`src/rtl/modinv_pkg.sv`:
```
// shared types, constants and the control program of the modular inverse sequencer
// no dependencies; imported by modular_inverse
package modinv_pkg;

   localparam int unsigned VALUE_W = 32;   // req value field
   localparam int unsigned INV_W   = 32;   // rsp inverse field
   localparam int unsigned CSR_W   = 32;   // register data
   localparam int unsigned ADDR_W  = 3;    // byte address of the register file
   localparam int unsigned PC_W    = 4;

   // register index, taken from csr_paddr[2]
   localparam logic REG_MODULUS = 1'b0;

   typedef logic [PC_W-1:0] pc_type;

   typedef enum logic [3:0] {
      OP_NOP,
      OP_DIV_LOAD_A,   // divider takes value / modulus
      OP_DIV_LOAD_R,   // divider takes r0 / r1
      OP_DIV_RUN,      // one quotient bit a cycle
      OP_INIT,
      OP_QRED,         // reduce quotient, load multiplier
      OP_MUL_RUN,      // one multiplier bit a cycle
      OP_UPDATE,
      OP_EMIT,
      OP_EMIT_NONE
   } op_type;

   typedef enum logic [1:0] {
      C_NEVER,
      C_ALWAYS,
      C_M_ZERO,
      C_R1_ZERO
   } cond_type;

   typedef struct packed {
      op_type   op;
      cond_type cond;
      pc_type   target;
   } ucode_type;

   localparam pc_type ST_LOOP = pc_type'(4);
   localparam pc_type ST_DONE = pc_type'(10);
   localparam pc_type ST_NONE = pc_type'(11);

   function automatic ucode_type ucode_rom(input pc_type pc);
      ucode_type w;
      w = '{op: OP_EMIT_NONE, cond: C_NEVER, target: '0};
      unique case (pc)
         pc_type'(0):  w = '{op: OP_NOP,        cond: C_M_ZERO,  target: ST_NONE};
         pc_type'(1):  w = '{op: OP_DIV_LOAD_A, cond: C_NEVER,   target: '0};
         pc_type'(2):  w = '{op: OP_DIV_RUN,    cond: C_NEVER,   target: '0};
         pc_type'(3):  w = '{op: OP_INIT,       cond: C_NEVER,   target: '0};
         pc_type'(4):  w = '{op: OP_NOP,        cond: C_R1_ZERO, target: ST_DONE};
         pc_type'(5):  w = '{op: OP_DIV_LOAD_R, cond: C_NEVER,   target: '0};
         pc_type'(6):  w = '{op: OP_DIV_RUN,    cond: C_NEVER,   target: '0};
         pc_type'(7):  w = '{op: OP_QRED,       cond: C_NEVER,   target: '0};
         pc_type'(8):  w = '{op: OP_MUL_RUN,    cond: C_NEVER,   target: '0};
         pc_type'(9):  w = '{op: OP_UPDATE,     cond: C_ALWAYS,  target: ST_LOOP};
         pc_type'(10): w = '{op: OP_EMIT,       cond: C_NEVER,   target: '0};
         default:      w = '{op: OP_EMIT_NONE,  cond: C_NEVER,   target: '0};
      endcase
      return w;
   endfunction

endpackage

```
`src/rtl/modular_inverse.sv`:
```
// modular inverse by the extended euclidean algorithm, microcoded sequencer
// depends on modinv_pkg (types, control program)
//
// usage:
//  - req channel: one 32-bit value per transaction; the block takes a new
//    transaction only when the previous one has left the sequencer.
//  - rsp channel: tdata carries the inverse in 0..modulus-1 (zero when none
//    exists), tuser carries the found flag. one rsp transaction per req.
//  - csr port: register 0 (byte address 0) is the modulus, reset value 1.
//    write it only while no req transaction is in flight.
//  - the divider and the shift-add modular multiplier each give one bit a
//    cycle; an item runs one division, then one division and one
//    multiplication for each euclid step.
//  - a finished result waits in the rsp register; the next req transaction
//    is taken meanwhile, and the sequencer holds at its final step only if
//    the previous result has still not been taken.
//  - reset clears the sequencer and the rsp valid and sets the modulus to 1.
module modular_inverse #(
   parameter int unsigned WIDTH = 32
) (
   input  logic                                clock,
   input  logic                                reset,
   // req: value [31:0]
   input  logic                                req_tvalid,
   output logic                                req_tready,
   input  logic [modinv_pkg::VALUE_W-1:0]      req_tdata,
   // rsp tdata: inverse [31:0]; tuser: found [0]
   output logic                                rsp_tvalid,
   input  logic                                rsp_tready,
   output logic [modinv_pkg::INV_W-1:0]        rsp_tdata,
   output logic                                rsp_tuser,
   input  logic                                csr_psel,
   input  logic                                csr_penable,
   input  logic                                csr_pwrite,
   input  logic [modinv_pkg::ADDR_W-1:0]       csr_paddr,
   input  logic [modinv_pkg::CSR_W-1:0]        csr_pwdata,
   output logic [modinv_pkg::CSR_W-1:0]        csr_prdata,
   output logic                                csr_pready
);
   import modinv_pkg::*;

   localparam int unsigned DW = (WIDTH < VALUE_W) ? WIDTH : VALUE_W;
   localparam int unsigned CW = $clog2(DW);
   localparam logic [CW-1:0] LAST_BIT = CW'(DW - 1);

   function automatic logic [DW-1:0] add_mod(input logic [DW-1:0] x,
                                             input logic [DW-1:0] y,
                                             input logic [DW-1:0] m);
      logic [DW-1:0] gap;
      gap = m - y;
      return (x >= gap) ? (x - gap) : (x + y);
   endfunction

   function automatic logic [DW-1:0] sub_mod(input logic [DW-1:0] x,
                                             input logic [DW-1:0] y,
                                             input logic [DW-1:0] m);
      return (x >= y) ? (x - y) : (m - y + x);
   endfunction

   // control
   logic            busy_ff, busy_in;
   pc_type          pc_ff, pc_in;
   logic [CW-1:0]   cnt_ff, cnt_in;
   logic            rsp_tvalid_ff, rsp_tvalid_in;
   logic [CSR_W-1:0] mod_ff, mod_in;

   // datapath
   logic [DW-1:0]   a_ff, a_in;
   logic [DW-1:0]   r0_ff, r0_in, r1_ff, r1_in;
   logic [DW-1:0]   t0_ff, t0_in, t1_ff, t1_in;
   logic [DW-1:0]   quo_ff, quo_in, rem_ff, rem_in, dvs_ff, dvs_in;
   logic [DW-1:0]   mx_ff, mx_in, my_ff, my_in, acc_ff, acc_in;
   logic [INV_W-1:0] rsp_inv_ff, rsp_inv_in;
   logic            rsp_found_ff, rsp_found_in;

   ucode_type       uw;
   logic [DW-1:0]   m;
   logic [DW:0]     div_shift;
   logic            div_ge;
   logic            cond_hit;
   logic            step_done;
   logic            out_free;
   logic            req_take;
   logic            csr_write;

   assign m          = mod_ff[DW-1:0];
   assign uw         = ucode_rom(pc_ff);
   assign out_free   = !rsp_tvalid_ff || rsp_tready;
   assign req_tready = !busy_ff;
   assign req_take   = req_tvalid && !busy_ff;
   assign csr_write  = csr_psel && csr_penable && csr_pwrite;

   assign div_shift  = {rem_ff, quo_ff[DW-1]};
   assign div_ge     = div_shift >= {1'b0, dvs_ff};

   always_comb begin
      case (uw.cond)
         C_ALWAYS:  cond_hit = 1'b1;
         C_M_ZERO:  cond_hit = (m == '0);
         C_R1_ZERO: cond_hit = (r1_ff == '0);
         default:   cond_hit = 1'b0;
      endcase
   end

   always_comb begin
      unique case (uw.op)
         OP_DIV_RUN, OP_MUL_RUN:  step_done = (cnt_ff == LAST_BIT);
         OP_EMIT, OP_EMIT_NONE:   step_done = out_free;
         default:                 step_done = 1'b1;
      endcase
   end

   // sequencer and register file
   always_comb begin
      busy_in       = busy_ff;
      pc_in         = pc_ff;
      cnt_in        = cnt_ff;
      rsp_tvalid_in = rsp_tvalid_ff && !rsp_tready;
      mod_in        = mod_ff;

      if (csr_write && csr_paddr[2] == REG_MODULUS) begin
         mod_in = csr_pwdata;
      end

      if (!busy_ff) begin
         if (req_take) begin
            busy_in = 1'b1;
            pc_in   = '0;
         end
      end else begin
         if (uw.op == OP_DIV_RUN || uw.op == OP_MUL_RUN) begin
            cnt_in = cnt_ff + 1'b1;
         end else begin
            cnt_in = '0;
         end
         if (step_done) begin
            pc_in = cond_hit ? uw.target : pc_ff + 1'b1;
            if (uw.op == OP_EMIT || uw.op == OP_EMIT_NONE) begin
               busy_in       = 1'b0;
               pc_in         = '0;
               rsp_tvalid_in = 1'b1;
            end
         end
      end
   end

   always_ff @(posedge clock) begin
      if (reset) begin
         busy_ff       <= 1'b0;
         pc_ff         <= '0;
         cnt_ff        <= '0;
         rsp_tvalid_ff <= 1'b0;
         mod_ff        <= CSR_W'(1);
      end else begin
         busy_ff       <= busy_in;
         pc_ff         <= pc_in;
         cnt_ff        <= cnt_in;
         rsp_tvalid_ff <= rsp_tvalid_in;
         mod_ff        <= mod_in;
      end
   end

   // datapath driven by the current control word
   always_comb begin
      a_in         = a_ff;
      r0_in        = r0_ff;
      r1_in        = r1_ff;
      t0_in        = t0_ff;
      t1_in        = t1_ff;
      quo_in       = quo_ff;
      rem_in       = rem_ff;
      dvs_in       = dvs_ff;
      mx_in        = mx_ff;
      my_in        = my_ff;
      acc_in       = acc_ff;
      rsp_inv_in   = rsp_inv_ff;
      rsp_found_in = rsp_found_ff;

      if (req_take) begin
         a_in = req_tdata[DW-1:0];
      end

      if (busy_ff) begin
         unique case (uw.op)
            OP_DIV_LOAD_A: begin
               quo_in = a_ff;
               rem_in = '0;
               dvs_in = m;
            end
            OP_DIV_LOAD_R: begin
               quo_in = r0_ff;
               rem_in = '0;
               dvs_in = r1_ff;
            end
            OP_DIV_RUN: begin
               rem_in = div_ge ? DW'(div_shift - {1'b0, dvs_ff}) : div_shift[DW-1:0];
               quo_in = {quo_ff[DW-2:0], div_ge};
            end
            OP_INIT: begin
               r0_in = m;
               r1_in = rem_ff;
               t0_in = '0;
               t1_in = {{(DW-1){1'b0}}, (m != DW'(1))};
            end
            OP_QRED: begin
               // quotient is at most the modulus, so one subtract reduces it
               mx_in  = (quo_ff >= m) ? (quo_ff - m) : quo_ff;
               my_in  = t1_ff;
               acc_in = '0;
            end
            OP_MUL_RUN: begin
               acc_in = my_ff[0] ? add_mod(acc_ff, mx_ff, m) : acc_ff;
               mx_in  = add_mod(mx_ff, mx_ff, m);
               my_in  = my_ff >> 1;
            end
            OP_UPDATE: begin
               t1_in = sub_mod(t0_ff, acc_ff, m);
               t0_in = t1_ff;
               r0_in = r1_ff;
               r1_in = rem_ff;
            end
            OP_EMIT: begin
               if (out_free) begin
                  rsp_found_in = (r0_ff == DW'(1));
                  rsp_inv_in   = (r0_ff == DW'(1)) ? INV_W'(t0_ff) : '0;
               end
            end
            OP_EMIT_NONE: begin
               if (out_free) begin
                  rsp_found_in = 1'b0;
                  rsp_inv_in   = '0;
               end
            end
            default: begin
            end
         endcase
      end
   end

   always_ff @(posedge clock) begin
      a_ff         <= a_in;
      r0_ff        <= r0_in;
      r1_ff        <= r1_in;
      t0_ff        <= t0_in;
      t1_ff        <= t1_in;
      quo_ff       <= quo_in;
      rem_ff       <= rem_in;
      dvs_ff       <= dvs_in;
      mx_ff        <= mx_in;
      my_ff        <= my_in;
      acc_ff       <= acc_in;
      rsp_inv_ff   <= rsp_inv_in;
      rsp_found_ff <= rsp_found_in;
   end

   assign rsp_tvalid = rsp_tvalid_ff;
   assign rsp_tdata  = rsp_inv_ff;
   assign rsp_tuser  = rsp_found_ff;
   assign csr_pready = 1'b1;
   assign csr_prdata = (csr_paddr[2] == REG_MODULUS) ? mod_ff : '0;

`ifndef SYNTHESIS
   // an accepted transaction starts the program at its first step
   a_start: assert property (@(posedge clock) disable iff (reset)
      (req_tvalid && req_tready) |=> (busy_ff && pc_ff == '0))
      else $error("sequencer did not start on accepted transaction");

   // the divider never runs against a zero divisor
   a_div_nonzero: assert property (@(posedge clock) disable iff (reset)
      (busy_ff && uw.op == OP_DIV_RUN) |-> (dvs_ff != '0))
      else $error("divide by zero in sequencer");

   // no inverse means a zero result
   a_none_zero: assert property (@(posedge clock) disable iff (reset)
      (rsp_tvalid && !rsp_tuser) |-> (rsp_tdata == '0))
      else $error("nonzero inverse without found");

   // a found inverse lies below the modulus
   a_inv_range: assert property (@(posedge clock) disable iff (reset)
      (rsp_tvalid && rsp_tuser) |-> (rsp_tdata < mod_ff))
      else $error("inverse not reduced");

   // the multiplier operands stay reduced
   a_mul_reduced: assert property (@(posedge clock) disable iff (reset)
      (busy_ff && uw.op == OP_MUL_RUN) |-> (mx_ff < m && acc_ff < m))
      else $error("multiplier operand out of range");
`endif

endmodule
```
`config.mk`:
```
export PLATFORM = sky130hd
export DESIGN_NAME = modular_inverse
export DESIGN_NICKNAME = d
export VERILOG_FILES = /design/src/rtl/modinv_pkg.sv /design/src/rtl/modular_inverse.sv
export SDC_FILE = /design/constraint.sdc
export NUM_CORES = 1
export LEC_CHECK = 0
export ABC_CLOCK_PERIOD_IN_PS = 6100
export BUFFER_PORTS_ARGS = -buffer_cell sky130_fd_sc_hd__clkbuf_2
export CAP_MARGIN = 10
export CORE_MARGIN = 4
export CORE_UTILIZATION = 48
export CTS_CLUSTER_DIAMETER = 150
export DETAILED_ROUTE_END_ITERATION = 16
export PLACE_DENSITY = 0.69
export SYNTH_ARGS = -nofsm -noshare
export SYNTH_HDL_FRONTEND = slang
export SYNTH_SLANG_ARGS = --single-unit
```
`constraint.sdc`:
```
create_clock -name clock -period 6.1 [get_ports clock]
set_input_delay 0.61 -clock clock [delete_from_list [all_inputs] [get_ports clock]]
set_output_delay 0.61 -clock clock [all_outputs]
set_load 0.02 [all_outputs]
```
==> metrics.md, run 1 <==
| Metric | Value |
|---|---|
| Clock tree from TritonCTS | `done` |
| Fraction of final layout cells with drive strength greater than 1 | `0.0947` |
| Share of power burned in the clock network | `0.415` |
| Final total negative setup slack | `0 ns` |
| Cell count after placement | `4423` |
| Starting utilization of the core area | `0.484` |
| Residual DRC count | `0` |
| Post-cts hold buffer count | `0` |
| Area growth, synth to finish | `11.6%` |
| Main combinational cell family by area after synthesis | `compound AO/OA/AOI/OAI gates` |
| Max Clock Skew | `0.0310 ns` |
| Async S/R FF share, synth | `0` |
| Relative slew margins | `0.273` |
| First-pass iteration count of the detailed router | `5` |
| Cell Int Power | `5.48 mW` |
| Ys flop type | `sky130_fd_sc_hd__edfxtp_1` |
| Via total after detailed routing | `26095` |
| Flop2flop setup slack | `0.35 ns` |
| Total global routing track utilization | `0.254` |
| Post-detail-place hpwl | `70200 um` |
| Worst-case clock buffer depth | `3` |
| Remaining antenna violation count after routing | `0` |
| Latest clock arrival within the worst-skew pair | `0.62 ns` |
| Synthesis-stage register bit count | `436` |
| Via count of the first global-routing pass | `24962` |
| Number of clock buffers inserted by TritonCTS | `50` |
| Setup violations, final | `0` |
| Clock Root Buffer | `sky130_fd_sc_hd__clkbuf_16` |
| Number of DRC markers after the initial detailed-route iteration | `1909` |
| CP dominant cell by count | `sky130_fd_sc_hd__a21oi_1` |
| Type of element capturing the critical path | `flop` |
| Average vias per placed instance | `5.78` |
| Register share of total power | `0.451` |
| Hold_ws | `0.166 ns` |
| Die extent in y | `265 um` |
| Area share of the leading cell type in the synthesized netlist | `0.364` |
| Worst stage delay on the critical path | `0.39 ns` |
| Critical Path Slowest Stage Cell | `sky130_fd_sc_hd__fa_1` |
| DP Area | `33700 um^2` |
| Post-synth top cells | `452 x sky130_fd_sc_hd__nand2_1, 385 x sky130_fd_sc_hd__edfxtp_1, 297 x sky130_fd_sc_hd__inv_1` |
| Placeable core area | `65600 um^2` |
| Most frequently used cell type in the post-synthesis netlist | `sky130_fd_sc_hd__nand2_1` |
| Portion of the post-synthesis area used by sequential elements | `0.396` |
| CP startpoint kind | `flop` |
| Highest fanout seen on the critical path | `6` |
| PwrDens | `210 nW/um^2` |
| H-tree depth reported by CTS | `2` |
| WP data required | `6.44 ns` |
| Finished Layout Cells | `4517` |
| Final wirelength | `91700 um` |
| First-pass GRT wire length | `141000 um` |
| Type of the worst setup path | `reg -> reg` |
| Number of pins exceeding their max-slew limit in the final report | `0` |
| Final number of hold-violating endpoints | `0` |
| Min Clock Period, post-route | `5.75 ns` |
| Slew at the pin with the worst max-slew slack | `1.09 ns` |
| Post-synthesis xor/xnor area fraction | `0.0588` |
| Total overflow reported by the global router | `0` |
| Distinct cells, synth | `85` |
| Max Cap Violations | `0` |
| Net count after synthesis | `3834` |
| Number of enable-type register cells in the synthesized netlist | `385` |
| Average wire length per cell after detail routing | `20.3 um` |
| Simple-gate area share of the yosys netlist | `0.156` |
| Reported net switching power | `1.96 mW` |
| Ports | `142` |
| Number of antenna repair diodes | `0` |
| Total power | `7.44 mW` |
| Post-layout net count | `3982` |
| Biggest area consumer among synthesized cells | `sky130_fd_sc_hd__edfxtp_1` |
| Horiz. Die Dim | `265 um` |
| Share of the cycle needed by the critical path after routing | `0.942` |
| Synth Area in Adders | `0.126` |
| Outcome | `finished, final reports clean` |
| YS warnings | `0` |
| Antenna violations before repair | `1` |
| Site Rows | `94` |
| Setup repair after global routing missed its margin | `no` |
| Post-synthesis instance total | `3464` |
| Final RePlAce weighted congestion | `0.939` |
| Data arrival, critical path | `6.08 ns` |
| Leakage power total | `14.9 nW` |
| Synthesized area | `31700 um^2` |
| Switching portion of total power | `0.264` |
| Post-route cell area | `35400 um^2` |
| Worst-case vdd ir drop | `206 uV` |
| Top area cells in the synthesized netlist | `sky130_fd_sc_hd__edfxtp_1 36%, sky130_fd_sc_hd__ha_1 10%, sky130_fd_sc_hd__nand2_1 5.3%` |
| Multiplexer area fraction after synthesis | `0.0184` |
| Buffer and inverter count on the worst path | `3` |
| Pin count of the biggest net entering global routing | `88` |
| Area of the die | `70300 um^2` |
| Post-Synthesis Mean Instance Area | `9.17 um^2` |
| Number of sinks handled by clock tree synthesis | `436` |
| HP Class | `in -> reg` |
| Relative contribution of combinational cells to total power | `0.134` |
| Kind of cell adding the most delay to the critical path | `compound AO/OA/AOI/OAI gates` |
| Synth Area in Compound Gates | `0.195` |
| Clock-pin slew of the registers on the worst-case setup and hold paths | `0.06 ns` |
| Max Clk Rate | `174 MHz` |
| Count of buffers from port buffering | `138` |
## logic make-up (layout without fill, tap and decap cells)
| logic type | count (synthesis) | count (layout) |
|---|---|---|
| AND/OR/NAND/NOR | 1075 | 1075 |
| XOR/XNOR | 213 | 213 |
| adder cells (fa/ha/maj) | 297 | 297 |
| other | 1 | 1 |
| flip-flops | 436 | 436 |
| AO/OA/AOI/OAI | 974 | 974 |
| buffers and inverters | 410 | 599 |
| multiplexers | 58 | 58 |
## area by class of cell
cell class | instances | area (um^2)
Fill cell | 6034 | 30200
Multi-Input combinational cell | 2618 | 17700
Sequential cell | 436 | 12600
Clock buffer | 61 | 1320
Timing Repair Buffer | 209 | 1260
Inverter | 297 | 1110
Tap cell | 864 | 1080
Clock inverter | 32 | 343
## cells in the final DEF, fill, tap and decap left out, types with 11 or more instances in the layout
cell type                   instances
sky130_fd_sc_hd__a211oi_1          55
sky130_fd_sc_hd__a21boi_0          12
sky130_fd_sc_hd__a21o_1           148
sky130_fd_sc_hd__a21oi_1          283
sky130_fd_sc_hd__a22oi_1           37
sky130_fd_sc_hd__a31oi_1           33
sky130_fd_sc_hd__and2_1            73
sky130_fd_sc_hd__and3_1            34
sky130_fd_sc_hd__buf_4             68
sky130_fd_sc_hd__clkbuf_16         50
sky130_fd_sc_hd__clkbuf_2         138
sky130_fd_sc_hd__dfxtp_1           51
sky130_fd_sc_hd__edfxtp_1         385
sky130_fd_sc_hd__fa_1              38
sky130_fd_sc_hd__ha_1             258
sky130_fd_sc_hd__inv_1            297
sky130_fd_sc_hd__mux2i_1           56
sky130_fd_sc_hd__nand2_1          451
sky130_fd_sc_hd__nand2b_1          33
sky130_fd_sc_hd__nand3_1           60
sky130_fd_sc_hd__nand4_1           29
sky130_fd_sc_hd__nor2_1           222
sky130_fd_sc_hd__nor2b_1           36
sky130_fd_sc_hd__nor3_1            40
sky130_fd_sc_hd__nor4_1            30
sky130_fd_sc_hd__o211ai_1          14
sky130_fd_sc_hd__o21a_1            33
sky130_fd_sc_hd__o21ai_0          220
sky130_fd_sc_hd__o21bai_1          28
sky130_fd_sc_hd__o31ai_1           13
sky130_fd_sc_hd__or2_2             11
sky130_fd_sc_hd__or3_1             15
sky130_fd_sc_hd__xnor2_1          146
sky130_fd_sc_hd__xor2_1            67
## per-stage QoR
stage          setup slack (ns)   util
6_report                  0.352  0.540
5_1_grt                  0.0106  0.540
4_1_cts                   0.111  0.539
3_5_place_dp              0.104  0.514
3_3_place_gp              0.226  0.514
2_1_floorplan             0.437      -
## power groups by stage
stage | sequential (mW) | clock (mW) | combinational (mW)
2_1_floorplan | 3.39 | 0 | 0.736
3_3_place_gp | 3.42 | 0 | 0.969
3_5_place_dp | 3.42 | 0 | 0.978
4_1_cts | 3.36 | 3.16 | 0.985
5_1_grt | 3.36 | 3.28 | 1.10
6_report | 3.36 | 3.09 | 0.997
## final timing paths
kind,cells past startpoint,start,to
max,25,m[0]$_SDFFE_PP1P_,mx_ff[29]$_DFFE_PP_
min,1,req_tdata[13],a_ff[13]$_DFFE_PP_
max reg2reg,25,m[0]$_SDFFE_PP1P_,mx_ff[29]$_DFFE_PP_
min reg2reg,0,rem_ff[12]$_SDFFCE_PN0P_,r1_ff[12]$_DFFE_PP_
## repair_timing
item	4_1_cts	5_1_grt
gates resized for setup	0	12
setup endpoints to repair	0	47
setup buffers	0	1
## layer usage
layer  global-route usage  up-vias  routed length (um)
met1                0.339    12423               39200
met3               0.0305      159                5630
met5                    0        -                   0
met4               0.0904        0                3480
met2                0.431      780               43400
li1                     -    12733                   -
## worst register-to-register path, cell delays in order (launching register included)
cell                        delay, ns
sky130_fd_sc_hd__dfxtp_1         0.35
sky130_fd_sc_hd__inv_1           0.09
sky130_fd_sc_hd__ha_1            0.16
sky130_fd_sc_hd__inv_1           0.06
sky130_fd_sc_hd__fa_1            0.39
sky130_fd_sc_hd__a21o_1          0.25
sky130_fd_sc_hd__a221oi_4        0.30
sky130_fd_sc_hd__a211oi_2        0.12
sky130_fd_sc_hd__a21o_1          0.21
sky130_fd_sc_hd__a21oi_2         0.18
sky130_fd_sc_hd__buf_4           0.15
sky130_fd_sc_hd__o21bai_1        0.06
sky130_fd_sc_hd__a21oi_1         0.18
sky130_fd_sc_hd__xor2_1          0.27
sky130_fd_sc_hd__ha_1            0.35
sky130_fd_sc_hd__and4_1          0.23
sky130_fd_sc_hd__and3_1          0.24
sky130_fd_sc_hd__o2111ai_1       0.17
sky130_fd_sc_hd__nand3_1         0.22
sky130_fd_sc_hd__o221a_2         0.33
sky130_fd_sc_hd__nor3b_1         0.29
sky130_fd_sc_hd__o211ai_1        0.23
sky130_fd_sc_hd__a41oi_1         0.29
sky130_fd_sc_hd__xnor2_1         0.10
sky130_fd_sc_hd__a21oi_1         0.19
sky130_fd_sc_hd__a21oi_1         0.07
(Power assumes the default switching activity.)
==> run 2: changes to the inputs <==
Settings changed: CORE_ASPECT_RATIO set to 0.6.
==> run 2 against run 1 <==
  * Core utilization up 0.77 points
  * Critical endpoint is now acc_ff[4]$_SDFFCE_PN0P_
  * Cell area increased by 0.38%
  * Global-route usage down 0.051 points
  * Via count rose by 1.5%
  * Non-clock buffer count is 47 higher
  * Highest routed layer unchanged
==> metrics.md, run 2 (synthesis results as in run 1) <==
| Metric | Value |
|---|---|
| Flop2flop setup slack | `0.18 ns` |
| Final wirelength | `91900 um` |
| Most common cell after layout, fill and taps aside | `sky130_fd_sc_hd__nand2_1` |
| Max Clock Skew | `0.0213 ns` |
| Number of DRC markers after the initial detailed-route iteration | `2811` |
| HP Start | `req_tdata[9]` |
| Antenna violations before repair | `1` |
| Data arrival, critical path | `6.36 ns` |
| First-pass iteration count of the detailed router | `6` |
| Min Clock Period, post-route | `5.92 ns` |
| Number of cells on the worst hold path | `1` |
| HP Class | `in -> reg` |
| Starting utilization of the core area | `0.489` |
| Cell count after placement | `4490` |
| Slew at the pin with the worst max-slew slack | `1.23 ns` |
| Average vias per placed instance | `5.79` |
| Latest clock arrival within the worst-skew pair | `0.60 ns` |
| Pin count of the biggest net entering global routing | `97` |
| Outcome | `finished, final reports clean` |
| Site Rows | `72` |
| Total overflow reported by the global router | `0` |
| Placeable core area | `65000 um^2` |
| Area of the die | `70500 um^2` |
| First-pass GRT wire length | `142000 um` |
| Hold Path Sink | `a_ff[9]$_DFFE_PP_` |
| Via total after detailed routing | `26477` |
| Clock Root Buffer | `sky130_fd_sc_hd__clkbuf_16` |
| Highest-count cells in the layout ignoring fill and taps | `451 x sky130_fd_sc_hd__nand2_1, 385 x sky130_fd_sc_hd__edfxtp_1, 297 x sky130_fd_sc_hd__inv_1` |
| Post-layout net count | `4023` |
| Worst-case reg-to-reg path depth | `28` |
| Leakage power total | `15.0 nW` |
| Total global routing track utilization | `0.254` |
| Setup violations, final | `0` |
| Final RePlAce weighted congestion | `0.953` |
| Origin of the critical flop-to-flop path | `m[0]$_SDFFE_PP1P_` |
| Terminus of the critical flop-to-flop path | `acc_ff[4]$_SDFFCE_PN0P_` |
| Via count of the first global-routing pass | `24293` |
| Average wire length per cell after detail routing | `20.1 um` |
| Share of the cycle needed by the critical path after routing | `0.971` |
| CP startpoint kind | `flop` |
| Count of buffers from port buffering | `138` |
| Type of element capturing the critical path | `flop` |
| Critical Path Slowest Stage Cell | `sky130_fd_sc_hd__or3_4` |
| Number of pins exceeding their max-slew limit in the final report | `0` |
| Final number of hold-violating endpoints | `0` |
| Worst stage delay on the critical path | `0.42 ns` |
| Filler Cells Inserted | `5931` |
| Max Cap Violations | `0` |
| WP data required | `6.54 ns` |
| Number of sinks handled by clock tree synthesis | `436` |
| Residual DRC count | `0` |
| Clock tree from TritonCTS | `done` |
| H-tree depth reported by CTS | `2` |
| Die extent in y | `207 um` |
| Clock-pin slew of the registers on the worst-case setup and hold paths | `0.07 ns` |
| Final total negative setup slack | `0 ns` |
| Number of clock buffers inserted by TritonCTS | `44` |
| Remaining antenna violation count after routing | `0` |
| Type of the worst setup path | `reg -> reg` |
| Total power | `7.13 mW` |
| Fraction of final layout cells with drive strength greater than 1 | `0.105` |
| Highest fanout seen on the critical path | `5` |
| Post-detail-place hpwl | `71200 um` |
| Area growth, synth to finish | `12.0%` |
| Worst-case clock buffer depth | `3` |
| Ports | `142` |
| Worst-case vdd ir drop | `175 uV` |
| Max Clk Rate | `169 MHz` |
| Relative slew margins | `0.182` |
| PwrDens | `201 nW/um^2` |
| Finished Layout Cells | `4576` |
| Horiz. Die Dim | `340 um` |
[run 2: cell types whose count changed in the layout (fill, tap and decap cells not counted), moves of 2 or more]
| cell | change |
|---|---|
| sky130_fd_sc_hd__o21ai_0 | -2 |
| sky130_fd_sc_hd__buf_4 | +46 |
| sky130_fd_sc_hd__inv_6 | -2 |
| sky130_fd_sc_hd__diode_2 | +2 |
| sky130_fd_sc_hd__a211oi_1 | -3 |
| sky130_fd_sc_hd__clkbuf_16 | -6 |
| sky130_fd_sc_hd__a211oi_2 | +3 |
| sky130_fd_sc_hd__clkbuf_1 | -2 |
| sky130_fd_sc_hd__clkbuf_8 | -3 |
[run 2: metal layers]
layer  up-vias  wire [um]  track usage
met3        94      10500       0.0811
met4         0       1510       0.0486
met2      1064      35100        0.331
met1     12513      44800        0.404
li1      12806          -            -
met5         -          0            0
[run 2: worst max-delay path by stage]
stage,from,to,cells after the start
6_report,m[0]$_SDFFE_PP1P_,acc_ff[4]$_SDFFCE_PN0P_,28
2_1_floorplan,m[0]$_SDFFE_PP1P_,acc_ff[10]$_SDFFCE_PN0P_,26
4_1_cts,m[0]$_SDFFE_PP1P_,acc_ff[4]$_SDFFCE_PN0P_,28
3_3_place_gp,mx_ff[2]$_DFFE_PP_,acc_ff[4]$_SDFFCE_PN0P_,26
5_1_grt,m[0]$_SDFFE_PP1P_,acc_ff[4]$_SDFFCE_PN0P_,28
3_5_place_dp,mx_ff[2]$_DFFE_PP_,acc_ff[4]$_SDFFCE_PN0P_,26
[run 2: timing repair]
item                                    CTS  global route
endpoints found under the setup margin   25            64
setup buffers                             0             4
resized for setup                         2            19
hold buffers                              0             0
pin swaps                                 0             7
[run 2: cell type report]
cell class / count / area, um^2 / area share
inverter: 297 / 1110 / 0.0313
sequential: 436 / 12600 / 0.354
multi-input combinational: 2618 / 17800 / 0.499
clock inverter: 29 / 263 / 0.00739
timing repair buffer: 256 / 1610 / 0.0453
antenna: 2 / 5.00 / 0.000141
clock buffer: 50 / 1120 / 0.0316
tap: 888 / 1110 / 0.0312
[run 2: power by group]
group          internal, mW  switching (mW)
logic                 0.414           0.620
clock network          1.50            1.25
registers              3.30          0.0470
[run 2: stage by stage]
stage                     hold WS [ns]  area, um^2   util  setup slack (ns)
after floorplan                  0.428       31700      -             0.437
after CTS                        0.150       35400  0.546          0.000194
after global routing             0.157       35600  0.547           -0.0163
after global placement           0.444       34100  0.524            0.0800
final                            0.182       35600  0.548             0.180
after detailed placement         0.446       34100  0.524           -0.0983
[run 2: worst max-delay path: cells and delay by family (launching register included)]
family          cells  cell delay (ns)
buf+inv             5             0.65
fa+ha+maj           3             0.84
flops               1             0.31
simple gates        4             0.94
xor+xnor            1             0.19
compound gates     15             2.81
